[config.mk]
export PLATFORM = sky130hd
export DESIGN_NAME = fpsa_cell
export DESIGN_NICKNAME = d
export VERILOG_FILES = /design/src/fit_policy_segment_allocator_assert.svh /design/src/fpsa_pkg.sv /design/src/fpsa_cell.sv
export SDC_FILE = /design/constraint.sdc
export NUM_CORES = 1
export LEC_CHECK = 0
export ABC_AREA = 1
export BUFFER_PORTS_ARGS = -buffer_cell sky130_fd_sc_hd__buf_2
export CORE_UTILIZATION = 50
export CTS_BUF_LIST = sky130_fd_sc_hd__clkbuf_4
export DETAILED_ROUTE_END_ITERATION = 8
export PLACE_DENSITY = 0.86
export SLEW_MARGIN = 15
export SYNTH_ARGS = -nofsm -noshare
export SYNTH_HDL_FRONTEND = slang
export SYNTH_SLANG_ARGS = --single-unit
[constraint.sdc]
create_clock -name clk -period 6.7 [get_ports clk]
set_clock_uncertainty 0.2 [all_clocks]
set_input_delay 0.67 -clock clk [delete_from_list [all_inputs] [get_ports clk]]
set_output_delay 0.67 -clock clk [all_outputs]
set_load 0.03 [all_outputs]
[src/fit_policy_segment_allocator_assert.svh]
// Assertion macros for the segment allocator.
`ifndef FIT_POLICY_SEGMENT_ALLOCATOR_ASSERT_SVH
`define FIT_POLICY_SEGMENT_ALLOCATOR_ASSERT_SVH

// same-cycle implication
`define FPSA_ASSERT_IMP(lbl, ante, cons, msg) \
	lbl: assert property (@(posedge clk) disable iff (!arst_n) (ante) |-> (cons)) \
		else $error(msg);

// next-cycle implication
`define FPSA_ASSERT_NXT(lbl, ante, cons, msg) \
	lbl: assert property (@(posedge clk) disable iff (!arst_n) (ante) |=> (cons)) \
		else $error(msg);

`endif

[src/fpsa_pkg.sv]
// Shared types and constants for the segment allocator.
package fpsa_pkg;

	localparam int SIZE_W   = 21;
	localparam int REQ_W    = 16;
	localparam int OWNIN_W  = 8;

	localparam logic [1:0] MODE_APPEND = 2'd0;
	localparam logic [1:0] MODE_ALLOC  = 2'd1;
	localparam logic [1:0] MODE_FREE   = 2'd2;

	localparam logic [1:0] POL_FIRST = 2'd0;
	localparam logic [1:0] POL_BEST  = 2'd1;
	localparam logic [1:0] POL_WORST = 2'd2;

	localparam logic [1:0] ST_OK      = 2'd0;
	localparam logic [1:0] ST_NOFIT   = 2'd1;
	localparam logic [1:0] ST_NOOWNER = 2'd2;
	localparam logic [1:0] ST_FULL    = 2'd3;

	localparam logic [2:0] OP_HOLD   = 3'd0;
	localparam logic [2:0] OP_ROT    = 3'd1;
	localparam logic [2:0] OP_APPEND = 3'd2;
	localparam logic [2:0] OP_GRANT  = 3'd3;
	localparam logic [2:0] OP_MERGE  = 3'd4;

	typedef struct packed {
		logic [2:0] op;
		logic       split;
	} cmd_t;

endpackage

[src/fpsa_cell.sv]
// One table slot: holds a segment and moves it to or from its neighbors.
module fpsa_cell #(
	parameter int IDX        = 0,
	parameter int OWNER_BITS = 8,
	parameter int POS_W      = 5
) (
	input  logic                     clk,
	input  fpsa_pkg::cmd_t           cmd,
	input  logic [POS_W-1:0]         pos,
	input  logic [fpsa_pkg::SIZE_W-1:0] nxt_size,
	input  logic                     nxt_free,
	input  logic [OWNER_BITS-1:0]    nxt_owner,
	input  logic [fpsa_pkg::SIZE_W-1:0] prv_size,
	input  logic                     prv_free,
	input  logic [OWNER_BITS-1:0]    prv_owner,
	input  logic [fpsa_pkg::SIZE_W-1:0] a_size,
	input  logic                     a_free,
	input  logic [OWNER_BITS-1:0]    a_owner,
	input  logic [fpsa_pkg::SIZE_W-1:0] b_size,
	output logic [fpsa_pkg::SIZE_W-1:0] size,
	output logic                     free,
	output logic [OWNER_BITS-1:0]    owner
);
	import fpsa_pkg::*;

	logic [SIZE_W-1:0]     size_q;
	logic                  free_q;
	logic [OWNER_BITS-1:0] owner_q;
	int                    p;

	assign p = int'(pos);

	always_ff @(posedge clk) begin
		case (cmd.op)
			OP_ROT: begin
				size_q  <= nxt_size;
				free_q  <= nxt_free;
				owner_q <= nxt_owner;
			end
			OP_APPEND: begin
				if (IDX == p) begin
					size_q  <= a_size;
					free_q  <= a_free;
					owner_q <= a_owner;
				end
			end
			OP_GRANT: begin
				if (IDX == p) begin
					size_q  <= a_size;
					free_q  <= a_free;
					owner_q <= a_owner;
				end else if (cmd.split && IDX == p + 1) begin
					size_q  <= b_size;
					free_q  <= 1'b1;
					owner_q <= '0;
				end else if (cmd.split && IDX > p + 1) begin
					size_q  <= prv_size;
					free_q  <= prv_free;
					owner_q <= prv_owner;
				end
			end
			OP_MERGE: begin
				if (IDX + 1 == p) begin
					size_q <= size_q + nxt_size;
				end else if (IDX >= p) begin
					size_q  <= nxt_size;
					free_q  <= nxt_free;
					owner_q <= nxt_owner;
				end
			end
			default: ;
		endcase
	end

	assign size  = size_q;
	assign free  = free_q;
	assign owner = owner_q;

endmodule

### Word level (Yosys, flattened, before mapping)

Cells that the tools add are included.

* register bits after elaboration: 30
* input bits: 121
* output and inout port bits: 30
* logic and storage cells: 45

* add/sub/neg operators: 2
* magnitude comparators: 2
* equality and inequality tests: 10
* mux-type cells: 21
* reduce and logical (&&, ||, !) cells: 7

Operators with widths (number)
* 21-bit two-way mux: 6
* 21-bit case mux with 4 select lines: 1
* 32-bit zero test: 2
* 8-bit two-way mux: 6
* 8-bit case mux with 4 select lines: 1
* 21-bit adder: 1
* 5-bit by 1-bit adder with 6-bit output (second input constant): 1
* 3-bit by 2-bit == test with 1-bit output (second input constant): 2
* 1-bit by 6-bit > comparator with 1-bit output (first input constant): 1
* 1-bit two-way mux: 6
* 2-bit != test (second input constant): 3
* 2-bit by 5-bit == test with 1-bit output (first input constant): 1
* 1-bit by 5-bit greater-or-equal comparator with 1-bit output (first input constant): 1
* 5-bit AND reduction: 1
* 4-bit != test (second input constant): 1
* 1-bit case mux with 4 select lines: 1
* 4-bit AND reduction: 1
* 4-bit nonzero test: 1
* 3-bit by 1-bit == test with 1-bit output (second input constant): 1
* 3-bit == test (second input constant): 1
* 3-bit != test (second input constant): 1
* 1-bit logical AND: 2

### Depth between registers and ports, before layout

Gate-level depths: netlist (run 1).

* depth after elaboration: 7
* gate-level depth with buffers: 13
* mapped depth without buffers: 13

### Least setup slack after synthesis (run 1)

OpenSTA, ideal clock, no wires.

* path kind: input port to flip-flop
* start point: input port cmd[3] (netlist name)
* end point: register size_q[0] (netlist: size[0]) (enable)
* library setup time: 0.406 ns
* arrival time: 2.379 ns
* setup slack: 3.715 ns
* stages: 7
* path buffers: 1
* path through: inv_1 -> nor3_4 -> inv_1 -> nand2_2 -> buf_6 -> nor2_1 -> a21oi_1

* word-level cells in the longest chain between the ends: 3
* elaborated cells on any way between the ends: 9
* those cells by class: 7 x eq/ne; 2 x reduce/logical

RTL lines
* start, declared: RTL line fpsa_cell.sv:8 `input fpsa_pkg::cmd_t cmd,`
* 3-bit by 2-bit == test with 1-bit output (tied with other cells): RTL line fpsa_cell.sv:34 `case (cmd.op)`
* 4-bit != test (no line) (tied with other cells)
* 4-bit AND reduction (no line) *
* end signal, assigned: RTL line fpsa_cell.sv:36 `size_q <= nxt_size;`
* end signal, assigned: RTL line fpsa_cell.sv:42 `size_q <= a_size;`
* end signal, assigned: RTL line fpsa_cell.sv:49 `size_q <= a_size;`
* end, declared: RTL line fpsa_cell.sv:26 `logic [SIZE_W-1:0] size_q;`

Mark *: on every way between the ends. The rest lies on a longest branch, timed or not.
A chain may end at the register's enable or synchronous reset.

### Worst setup path in the final report (run 1)

* start point: input port nxt_size[0] (netlist name)
* end point: register size_q[14] (netlist: size[14]), data pin

* word-level cells in the longest chain between the ends: 3

RTL lines
* start, declared: RTL line fpsa_cell.sv:10 `input logic [fpsa_pkg::SIZE_W-1:0] nxt_size,`
* 21-bit adder: RTL line fpsa_cell.sv:64 `size_q <= size_q + nxt_size;`
* 21-bit two-way mux: RTL line fpsa_cell.sv:63 `if (IDX + 1 == p) begin`
* 21-bit case mux with 4 select lines: RTL line fpsa_cell.sv:34
* end signal, assigned: RTL line fpsa_cell.sv:36
* end signal, assigned: RTL line fpsa_cell.sv:64
* end signal, assigned: RTL line fpsa_cell.sv:66 `size_q <= nxt_size;`

No other way between the ends.

==> results.sh, run 1 <==
export IMPL_status="complete, no violations"
export IMPL_worst_pin_slew_ns=0.759
export IMPL_synth_cells=475
export IMPL_yosysMostFrequentCell="nand2_1"
export IMPL_grt_pass1_vias=3412
export IMPL_end_kind="flip-flop"
export IMPL_wl_per_cell_um=13.5
export IMPL_htreeDepth=2
export IMPL_die_y_um=80.8
export IMPL_cp_start_kind="input pin"
export IMPL_ys_seq_area_share_pct=29.0
export IMPL_die_w_um=80.8
export IMPL_numCtsBuffers=5
export IMPL_seq_area_um2=901
export IMPL_fillers=587
export IMPL_globalplace_congestion=0.894
export IMPL_antenna_found_initial=0
export IMPL_finalHoldWorstSlack_ns=0.394
export IMPL_arrival_ns=2.40
export IMPL_synthTopCellsByCount="186 x nand2_1, 51 x inv_1, 49 x nand3_1"
export IMPL_fmax_mhz=401
export IMPL_drive_gt1_share_pct=25.7
export IMPL_ant_nets=0
export IMPL_routed_wl_um=9190
export IMPL_clock_path_buffers=2
export IMPL_synth_nets=617
export IMPL_grt_max_degree=31
export IMPL_vias_per_cell=5.31
export IMPL_clk_pin_slew_ns=0.13
export IMPL_grt_pass1_wl_um=14800
export IMPL_yosysUniqueCellTypes=35
export IMPL_clock_latency_ns=0.36
export IMPL_netlist_area_um2=3100
export IMPL_drc_errors=0
export IMPL_powerDensity_nw_per_um2=181
export IMPL_path_class="input pin to flip-flop"
export IMPL_root_buffer="clkbuf_4"
export IMPL_area_growth_pct=23.3
export IMPL_hold_viol=0
export IMPL_setup_tns_ns=0
export IMPL_rsz0062_at_grt="false"
export IMPL_timing_critical_path_fanout_max=6
export IMPL_fin_nets=744
export IMPL_first_pass_iters=5
export IMPL_drt_iter0_drc=176
export IMPL_final_min_clock_period_ns=2.49
export IMPL_dp_hpwl_um=7190
export IMPL_die_area_um2=6530
export IMPL_maxSlewHeadroom_pct=49.3
export IMPL_yosysWarnings=0
export IMPL_leakage_uw=0.00198
export IMPL_cts_tree="built"
export IMPL_regToRegStartpoint="size[0]"
export IMPL_ys_ff_latch=30
export IMPL_ys_flop_type="edfxtp_1"
export IMPL_ios=151
export IMPL_synth_top_area_cell="edfxtp_1"
export IMPL_diodes=0
export IMPL_synth_top_area_share_pct=29.0
export IMPL_io_buffers=128
export IMPL_grt_overflow=0
export IMPL_start_util_pct=52.1
export IMPL_async_reset_ff_share_pct=0
export IMPL_multi_input_area_um2=1920
export IMPL_core_um2=5960
export IMPL_rows=28
export IMPL_groute_usage_overall_pct=29.5
export IMPL_finalCritPeriodShare_pct=37.2
export IMPL_cts_hold_buffers_added=0
export IMPL_worstPathRequired_ns=6.60
export IMPL_synth_edf_count=30
export IMPL_synth_area_top_cells="edfxtp_1 29%, nand2_1 22%, ha_1 8.1%"
export IMPL_finalSetupViolCount=0
export IMPL_cts_sinks=30
export IMPL_min_delay_start="prv_size[5]"
export IMPL_ctsResizeCount=0
export IMPL_vias=3597
export IMPL_maxCapViolCount=0
export IMPL_crit_path_start="nxt_size[0]"
export IMPL_peakVddDrop_v=0.000125
export IMPL_hp_class="input pin to flip-flop"
export IMPL_syn_area_per_cell_um2=6.54
export IMPL_post_cts_buffers=0
export IMPL_maxSlewViolCount=0
[power breakdown]
part           internal [uW]  switching [uW]
registers                236            11.0
logic                    115             215
clock network           39.0            78.0
[layout by cell type, fill, tap and decap left out, drive strengths merged]
master,n
or2,5
and2,2
clkinvlp,1
o21ai,5
xnor2,1
nand3,50
a211oi,1
xor2,1
nor3,7
a21oi,35
edfxtp,30
a22oi,3
nor2,40
buf,130
inv,53
nand2,189
a22o,2
a221oi,1
nand3b,4
clkinv,3
clkbuf,5
fa,1
ha,20
nand4,9
o2111ai,1
o21bai,4
[metal layers]
layer  up-vias  wire [um]  GRT usage [%]  part of all wire (%)
met4         0        165           10.7                   1.8
met5         -          0              0                     0
li1       1818          -              -                     -
met3        19        639           6.29                   7.0
met1      1605       3790           34.7                    41
met2       155       4590           52.6                    50
[flip-flops by register name, indices dropped and copies added (netlist names)]
name,flops
owner,8
size,21
free,1
[worst max-delay path, stage by stage]
cell	delay, ns
buf_2	0.09
ha_1	0.22
inv_1	0.07
fa_1	0.41
inv_1	0.11
nand3_1	0.07
nand3_1	0.19
nand2_1	0.08
nand2_1	0.13
nand2_1	0.09
nand2_1	0.07
nand2_1	0.04
nand3_1	0.08
a21oi_1	0.08
[worst paths after layout]
check / to / slack (ns) / depth (start not counted)
setup / recovery: size[14] / 4.21 / 14
hold reg to reg: size[0] / 0.52 / 3
hold / removal: size[5] / 0.39 / 3
setup reg to reg: size[14] / 4.25 / 13
[area by class of cell]
cell class	count	share of cell area, %
inverter	54	5.42
sequential	30	23.5
clock buffer	5	0.980
timing repair buffer	130	17.1
clock inverter	3	0.425
tap	75	2.45
multi-input combinational	381	50.1
[metrics by stage]
stage / util (%) / setup WS (ns) / power, uW / cells / area (um^2)
floorplan: - / 3.71 / 480 / 475 / 3100
global placement: 63.4 / 3.90 / 568 / 670 / 3770
detailed placement: 63.4 / 3.82 / 577 / 670 / 3770
CTS: 64.3 / 4.21 / 694 / 678 / 3830
global route: 64.3 / 4.03 / 744 / 678 / 3830
finish: 64.3 / 4.21 / 694 / 678 / 3830
[logic make-up after synthesis]
logic type | synth area share (%)
compound gates | 9.79
xor+xnor | 0.564
fa+ha+maj | 8.71
buf+inv | 9.35
flops | 29.0
simple gates | 42.6
(Power assumes the default switching activity.)
==> inputs of run 2 (changes only) <==
Settings changed: ABC_AREA 1 to 0, CORE_UTILIZATION 50 to 43, PLACE_DENSITY 0.86 to 0.8.
Clock period 6.7 ns to 2.16 ns, I/O delays scaled along.
==> run 2 against run 1 <==
Sequential cell count unchanged. Global-route usage shrank 0.44 points. Cell count shrank 7.5%. Via count rose by 2.8%. Critical path type is now flip-flop to flip-flop. Synthesized area decreased by 8.1%. Clock-buffer cell count did not move. The run now ends with negative setup slack left.
==> results.sh, run 2 <==
export IMPL_drive_gt1_share_pct=49.8
export IMPL_cp_start_kind="flip-flop"
export IMPL_async_reset_ff_share_pct=0
export IMPL_numCtsBuffers=5
export IMPL_routed_wl_um=10900
export IMPL_fmax_mhz=346
export IMPL_vias=3697
export IMPL_htreeDepth=2
export IMPL_ys_seq_area_share_pct=31.6
export IMPL_final_cell_mix="128 x buf_2, 71 x buf_4, 38 x nand2_1, 30 x edfxtp_1, 29 x dlygate4sd3_1"
export IMPL_worst_path_max_delay_cell="edfxtp_1"
export IMPL_worst_pin_slew_ns=0.744
export IMPL_yosysUniqueCellTypes=61
export IMPL_dp_hpwl_um=7460
export IMPL_ios=151
export IMPL_core_um2=6390
export IMPL_syn_area_per_cell_um2=9.02
export IMPL_clk_pin_slew_ns=0.12
export IMPL_maxSlewViolCount=0
export IMPL_synth_edf_count=30
export IMPL_cp_common_cell="buf_4"
export IMPL_rows=29
export IMPL_antenna_found_initial=0
export IMPL_clock_path_buffers=2
export IMPL_cts_tree="built"
export IMPL_synthTopCellsByCount="40 x nand2_1, 30 x edfxtp_1, 29 x o21ai_0"
export IMPL_peakVddDrop_v=0.000353
export IMPL_hp_class="input pin to flip-flop"
export IMPL_diodes=0
export IMPL_clock_latency_ns=0.35
export IMPL_cp_top_family="compound AO/OA/AOI/OAI gates"
export IMPL_timing_critical_path_fanout_max=2
export IMPL_setup_tns_ns=-6.24
export IMPL_yosysMostFrequentCell="nand2_1"
export IMPL_status="finished with violations"
export IMPL_netlist_area_um2=2850
export IMPL_worst_path_buf_inv=3
export IMPL_cts_sinks=30
export IMPL_arrival_ns=2.79
export IMPL_crit_chain="ha_2 > inv_2 > fa_2 > and2b_1 > o211ai_2 > a311oi_2 > buf_4 > o21ai_2 > buf_4 > o21bai_2 > xnor2_1 > o221ai_1"
export IMPL_slowest_delay_ns=0.37
export IMPL_final_common_cell="buf_2"
export IMPL_fin_nets=691
export IMPL_synth_cells=316
export IMPL_dpl_cell_count=582
export IMPL_area_growth_pct=71.9
export IMPL_ys_ff_latch=30
export IMPL_synth_area_top_cells="edfxtp_1 32%, ha_1 8.8%, mux2i_1 6.0%"
export IMPL_die_w_um=83.4
export IMPL_start_util_pct=44.7
export IMPL_hold_viol=0
export IMPL_final_min_clock_period_ns=2.89
export IMPL_drc_errors=0
export IMPL_groute_usage_overall_pct=29.1
export IMPL_ant_nets=0
export IMPL_maxCapViolCount=0
export IMPL_vias_per_cell=5.90
export IMPL_grt_max_degree=28
export IMPL_grt_overflow=0
export IMPL_yosysWarnings=0
export IMPL_wl_per_cell_um=17.4
export IMPL_rsz0062_at_grt="true"
export IMPL_path_class="flip-flop to flip-flop"
export IMPL_finalSetupViolCount=17
export IMPL_worstPathRequired_ns=2.06
export IMPL_setup_slack_ns=-0.727
export IMPL_first_pass_iters=6
export IMPL_r2r_slack_ns=-0.73
export IMPL_io_buffers=128
export IMPL_synth_top_area_share_pct=31.6
export IMPL_maxSlewHeadroom_pct=50.4
export IMPL_fin_cells=627
export IMPL_root_buffer="clkbuf_4"
export IMPL_powerDensity_nw_per_um2=467
export IMPL_synth_top_area_cell="edfxtp_1"
export IMPL_post_place_ws_ns=-0.676
export IMPL_globalplace_congestion=0.888
export IMPL_grt_pass1_wl_um=16200
export IMPL_drt_iter0_drc=220
export IMPL_synth_nets=458
export IMPL_ys_flop_type="edfxtp_1"
export IMPL_die_y_um=83.4
export IMPL_die_area_um2=6960
export IMPL_largest_reg_flops=21
export IMPL_end_kind="flip-flop"
export IMPL_grt_pass1_vias=3604
export IMPL_finalCritPeriodShare_pct=134
export IMPL_leakage_uw=0.00223
export IMPL_violations="negative setup slack"
run 2: cell types whose count changed after synthesis, sizes merged, moves of 6 or more:
cell / change
nand2: -149
inv: -42
nand3: -42
o21ai: +31
nor2: -25
mux2i: +17
a21oi: -7
a222oi: +7
clkbuf: +7
xnor2: +7
a21o: +6
buf: -6
o221ai: +6
run 2: cells by family after synthesis:
logic type / Yosys count / share of synthesized area, %
adder cells (fa/ha/maj): 21 / 9.48
XOR/XNOR: 13 / 3.99
buffers and inverters: 22 / 3.33
multiplexers: 20 / 7.15
AND/OR/NAND/NOR: 99 / 17.9
flip-flops: 30 / 31.6
AO/OA/AOI/OAI: 111 / 26.6
run 2: worst paths after layout:
kind                     from        to  cells after the start
setup / recovery      size[0]  size[14]                     12
hold reg to reg       size[0]   size[0]                      3
hold / removal    nxt_size[0]   size[0]                      3
setup reg to reg      size[0]  size[14]                     12
run 2: stage by stage:
step	utilization, %	hold slack [ns]	cell area, um^2	total power [uW]
after floorplan	-	0.190	2980	1240
after detailed placement	66.4	0.282	4240	1630
after global placement	66.4	0.277	4240	1600
after CTS	75.1	-0.00614	4790	2210
final	76.8	0.00415	4900	2290
after global routing	76.8	0.0226	4900	2380
run 2: layout make-up:
type / count / area (um^2)
Clock buffer: 5 / 37.5
Clock inverter: 3 / 40.0
Fill cell: 444 / 1480
Inverter: 11 / 41.3
Multi-Input combinational cell: 264 / 2190
Sequential cell: 30 / 901
Tap cell: 77 / 96.3
Timing Repair Buffer: 237 / 1600
run 2: report_power, final:
part | internal [uW] | switching, uW | leakage, uW
Clock | 240 | 243 | 0.0000450
Sequential | 688 | 21.1 | 0.000272
Combinational | 537 | 560 | 0.00191
Total | 1470 | 824 | 0.00223
run 2: repair_timing:
item,CTS,global route
endpoints found under the setup margin,16,17
pin swaps,17,11
gates resized for setup,29,16
hold buffers,29,0
endpoints found under the hold margin,23,0
setup buffers,4,4
run 2: layer usage:
| metal | global-route usage, % | vias up | wire length, um |
|---|---|---|---|
| met4 | 15.7 | 0 | 461 |
| li1 | - | 1702 | - |
| met1 | 33.0 | 1726 | 4120 |
| met5 | 0 | - | 0 |
| met3 | 4.47 | 48 | 739 |
| met2 | 52.1 | 221 | 5590 |
run 2: worst min-delay path, delay by kind of cell:
family | cells | cell delay (ns)
simple gates | 1 | 0.06
buf+inv | 1 | 0.10
compound gates | 1 | 0.08
==> inputs of run 3 (changes only) <==
Settings changed: HOLD_SLACK_MARGIN set to 0.05, RECOVER_POWER set to 25.
==> run 3 against run 2 <==
The flow finishes with violations (negative hold slack, negative setup slack). Largest power group unchanged. Final area increased by 3.5%. Clock power up 1%. Total power increased by 1.3%. Die area unchanged.
==> results.sh, run 3 (synthesis gave the netlist of run 2 again) <==
export IMPL_cp_start_kind="flip-flop"
export IMPL_cts_hold_buffers_added=49
export IMPL_crit_chain="ha_2 > inv_2 > fa_2 > and2b_1 > o211ai_2 > a311oi_2 > buf_4 > o21ai_2 > o41ai_2 > mux2_1 > o21ai_1"
export IMPL_cts_sinks=30
export IMPL_clock_path_buffers=2
export IMPL_numCtsBuffers=5
export IMPL_globalplace_congestion=0.888
export IMPL_die_area_um2=6960
export IMPL_slowest_delay_ns=0.38
export IMPL_worst_path_buf_inv=2
export IMPL_worst_pin_slew_ns=0.715
export IMPL_grtUsageMet3_pct=3.38
export IMPL_die_y_um=83.4
export IMPL_io_buffers=128
export IMPL_ios=151
export IMPL_use_met2_pct=53.2
export IMPL_setup_slack_ns=-0.733
export IMPL_vias_per_cell=5.79
export IMPL_power_uw=2320
export IMPL_worst_path_max_delay_cell="edfxtp_1"
export IMPL_dpl_cell_count=582
export IMPL_wl_per_cell_um=17.3
export IMPL_grt_pass1_wl_um=16400
export IMPL_maxCapViolCount=0
export IMPL_start_util_pct=44.7
export IMPL_worstPathRequired_ns=2.18
export IMPL_leakage_uw=0.00226
export IMPL_end_kind="flip-flop"
export IMPL_peakVddDrop_v=0.000363
export IMPL_status="finished with violations"
export IMPL_path_class="flip-flop to flip-flop"
export IMPL_clk_pin_slew_ns=0.11
export IMPL_maxSlewHeadroom_pct=52.3
export IMPL_setup_tns_ns=-6.12
export IMPL_use_met1_pct=33.8
export IMPL_drc_errors=0
export IMPL_groute_usage_overall_pct=29.5
export IMPL_rows=29
export IMPL_fin_nets=710
export IMPL_cp_top_family="compound AO/OA/AOI/OAI gates"
export IMPL_root_buffer="clkbuf_4"
export IMPL_ant_nets=0
export IMPL_final_cell_mix="111 x buf_2, 71 x buf_4, 49 x dlygate4sd3_1, 38 x nand2_1, 30 x edfxtp_1"
export IMPL_vias=3743
export IMPL_timing_critical_path_fanout_max=2
export IMPL_fmax_mhz=346
export IMPL_final_min_clock_period_ns=2.89
export IMPL_final_common_cell="buf_2"
export IMPL_antenna_found_initial=0
export IMPL_routed_wl_um=11100
export IMPL_largest_reg_flops=21
export IMPL_rsz0062_at_grt="true"
export IMPL_dp_hpwl_um=7460
export IMPL_clock_latency_ns=0.37
export IMPL_fin_cells=646
export IMPL_finalHoldWorstSlack_ns=-0.0121
export IMPL_diodes=0
export IMPL_die_w_um=83.4
export IMPL_grt_pass1_vias=3690
export IMPL_post_place_ws_ns=-0.676
export IMPL_arrival_ns=2.91
export IMPL_maxSlewViolCount=0
export IMPL_finalCritPeriodShare_pct=134
export IMPL_htreeDepth=2
export IMPL_area_growth_pct=78.0
export IMPL_hold_viol=1
export IMPL_hp_class="input pin to flip-flop"
export IMPL_finalSetupViolCount=17
export IMPL_cts_tree="built"
export IMPL_drt_iter0_drc=223
export IMPL_grt_overflow=0
export IMPL_violations="negative hold slack, negative setup slack"
export IMPL_core_um2=6390
export IMPL_first_pass_iters=5
export IMPL_grt_max_degree=28
export IMPL_powerDensity_nw_per_um2=457
export IMPL_grt_busiest_layer="met2"
export IMPL_drive_gt1_share_pct=45.2
run 3: per-stage QoR:
| step | instance area [um^2] | util [%] |
|---|---|---|
| global route | 5070 | 79.5 |
| detailed placement | 4240 | 66.4 |
| CTS | 4990 | 78.2 |
| floorplan | 2980 | - |
| finish | 5070 | 79.5 |
| global placement | 4240 | 66.4 |
run 3: cell type report:
| cell class | instances | area, um^2 |
|---|---|---|
| Clock inverter | 3 | 40.0 |
| Clock buffer | 5 | 37.5 |
| Sequential cell | 30 | 901 |
| Timing Repair Buffer | 256 | 1770 |
| Tap cell | 77 | 96.3 |
| Multi-Input combinational cell | 264 | 2190 |
| Inverter | 11 | 41.3 |
| Fill cell | 409 | 1310 |
run 3: final timing paths:
| check | startpoint | end | slack [ns] | depth (start not counted) |
|---|---|---|---|---|
| worst max-delay path | size[0] | size[18] | -0.73 | 11 |
| worst min register to register | size[0] | size[0] | 0.59 | 3 |
| worst min-delay path | nxt_size[0] | size[0] | -0.01 | 3 |
| worst max register to register | size[0] | size[18] | -0.73 | 11 |
run 3: per-layer routing:
layer / share of wire, % / wire length [um]
met1: 38 / 4270
met4: 5.2 / 575
met2: 50 / 5620
met5: 0 / 0
met3: 6.1 / 678
run 3: power by group:
group          leakage, uW  total [uW]  switching, uW  internal (uW)
Combinational      0.00194        1120            564            556
Sequential        0.000272         710           21.7            688
Clock            0.0000450         490            250            239
Total              0.00226        2320            836           1480
run 3: timing repair:
item	4_1_cts	5_1_grt
gates resized for setup	29	16
setup buffers	4	5
pin swaps	17	12
hold endpoints to repair	26	1
endpoints found under the setup margin	16	17
run 3: worst register-to-register path, stage by stage (launching register included):
cell	delay [ns]
edfxtp_1	0.38
ha_2	0.20
inv_2	0.04
fa_2	0.34
and2b_1	0.23
o211ai_2	0.13
a311oi_2	0.29
buf_4	0.18
o21ai_2	0.07
o41ai_2	0.21
mux2_1	0.36
o21ai_1	0.13
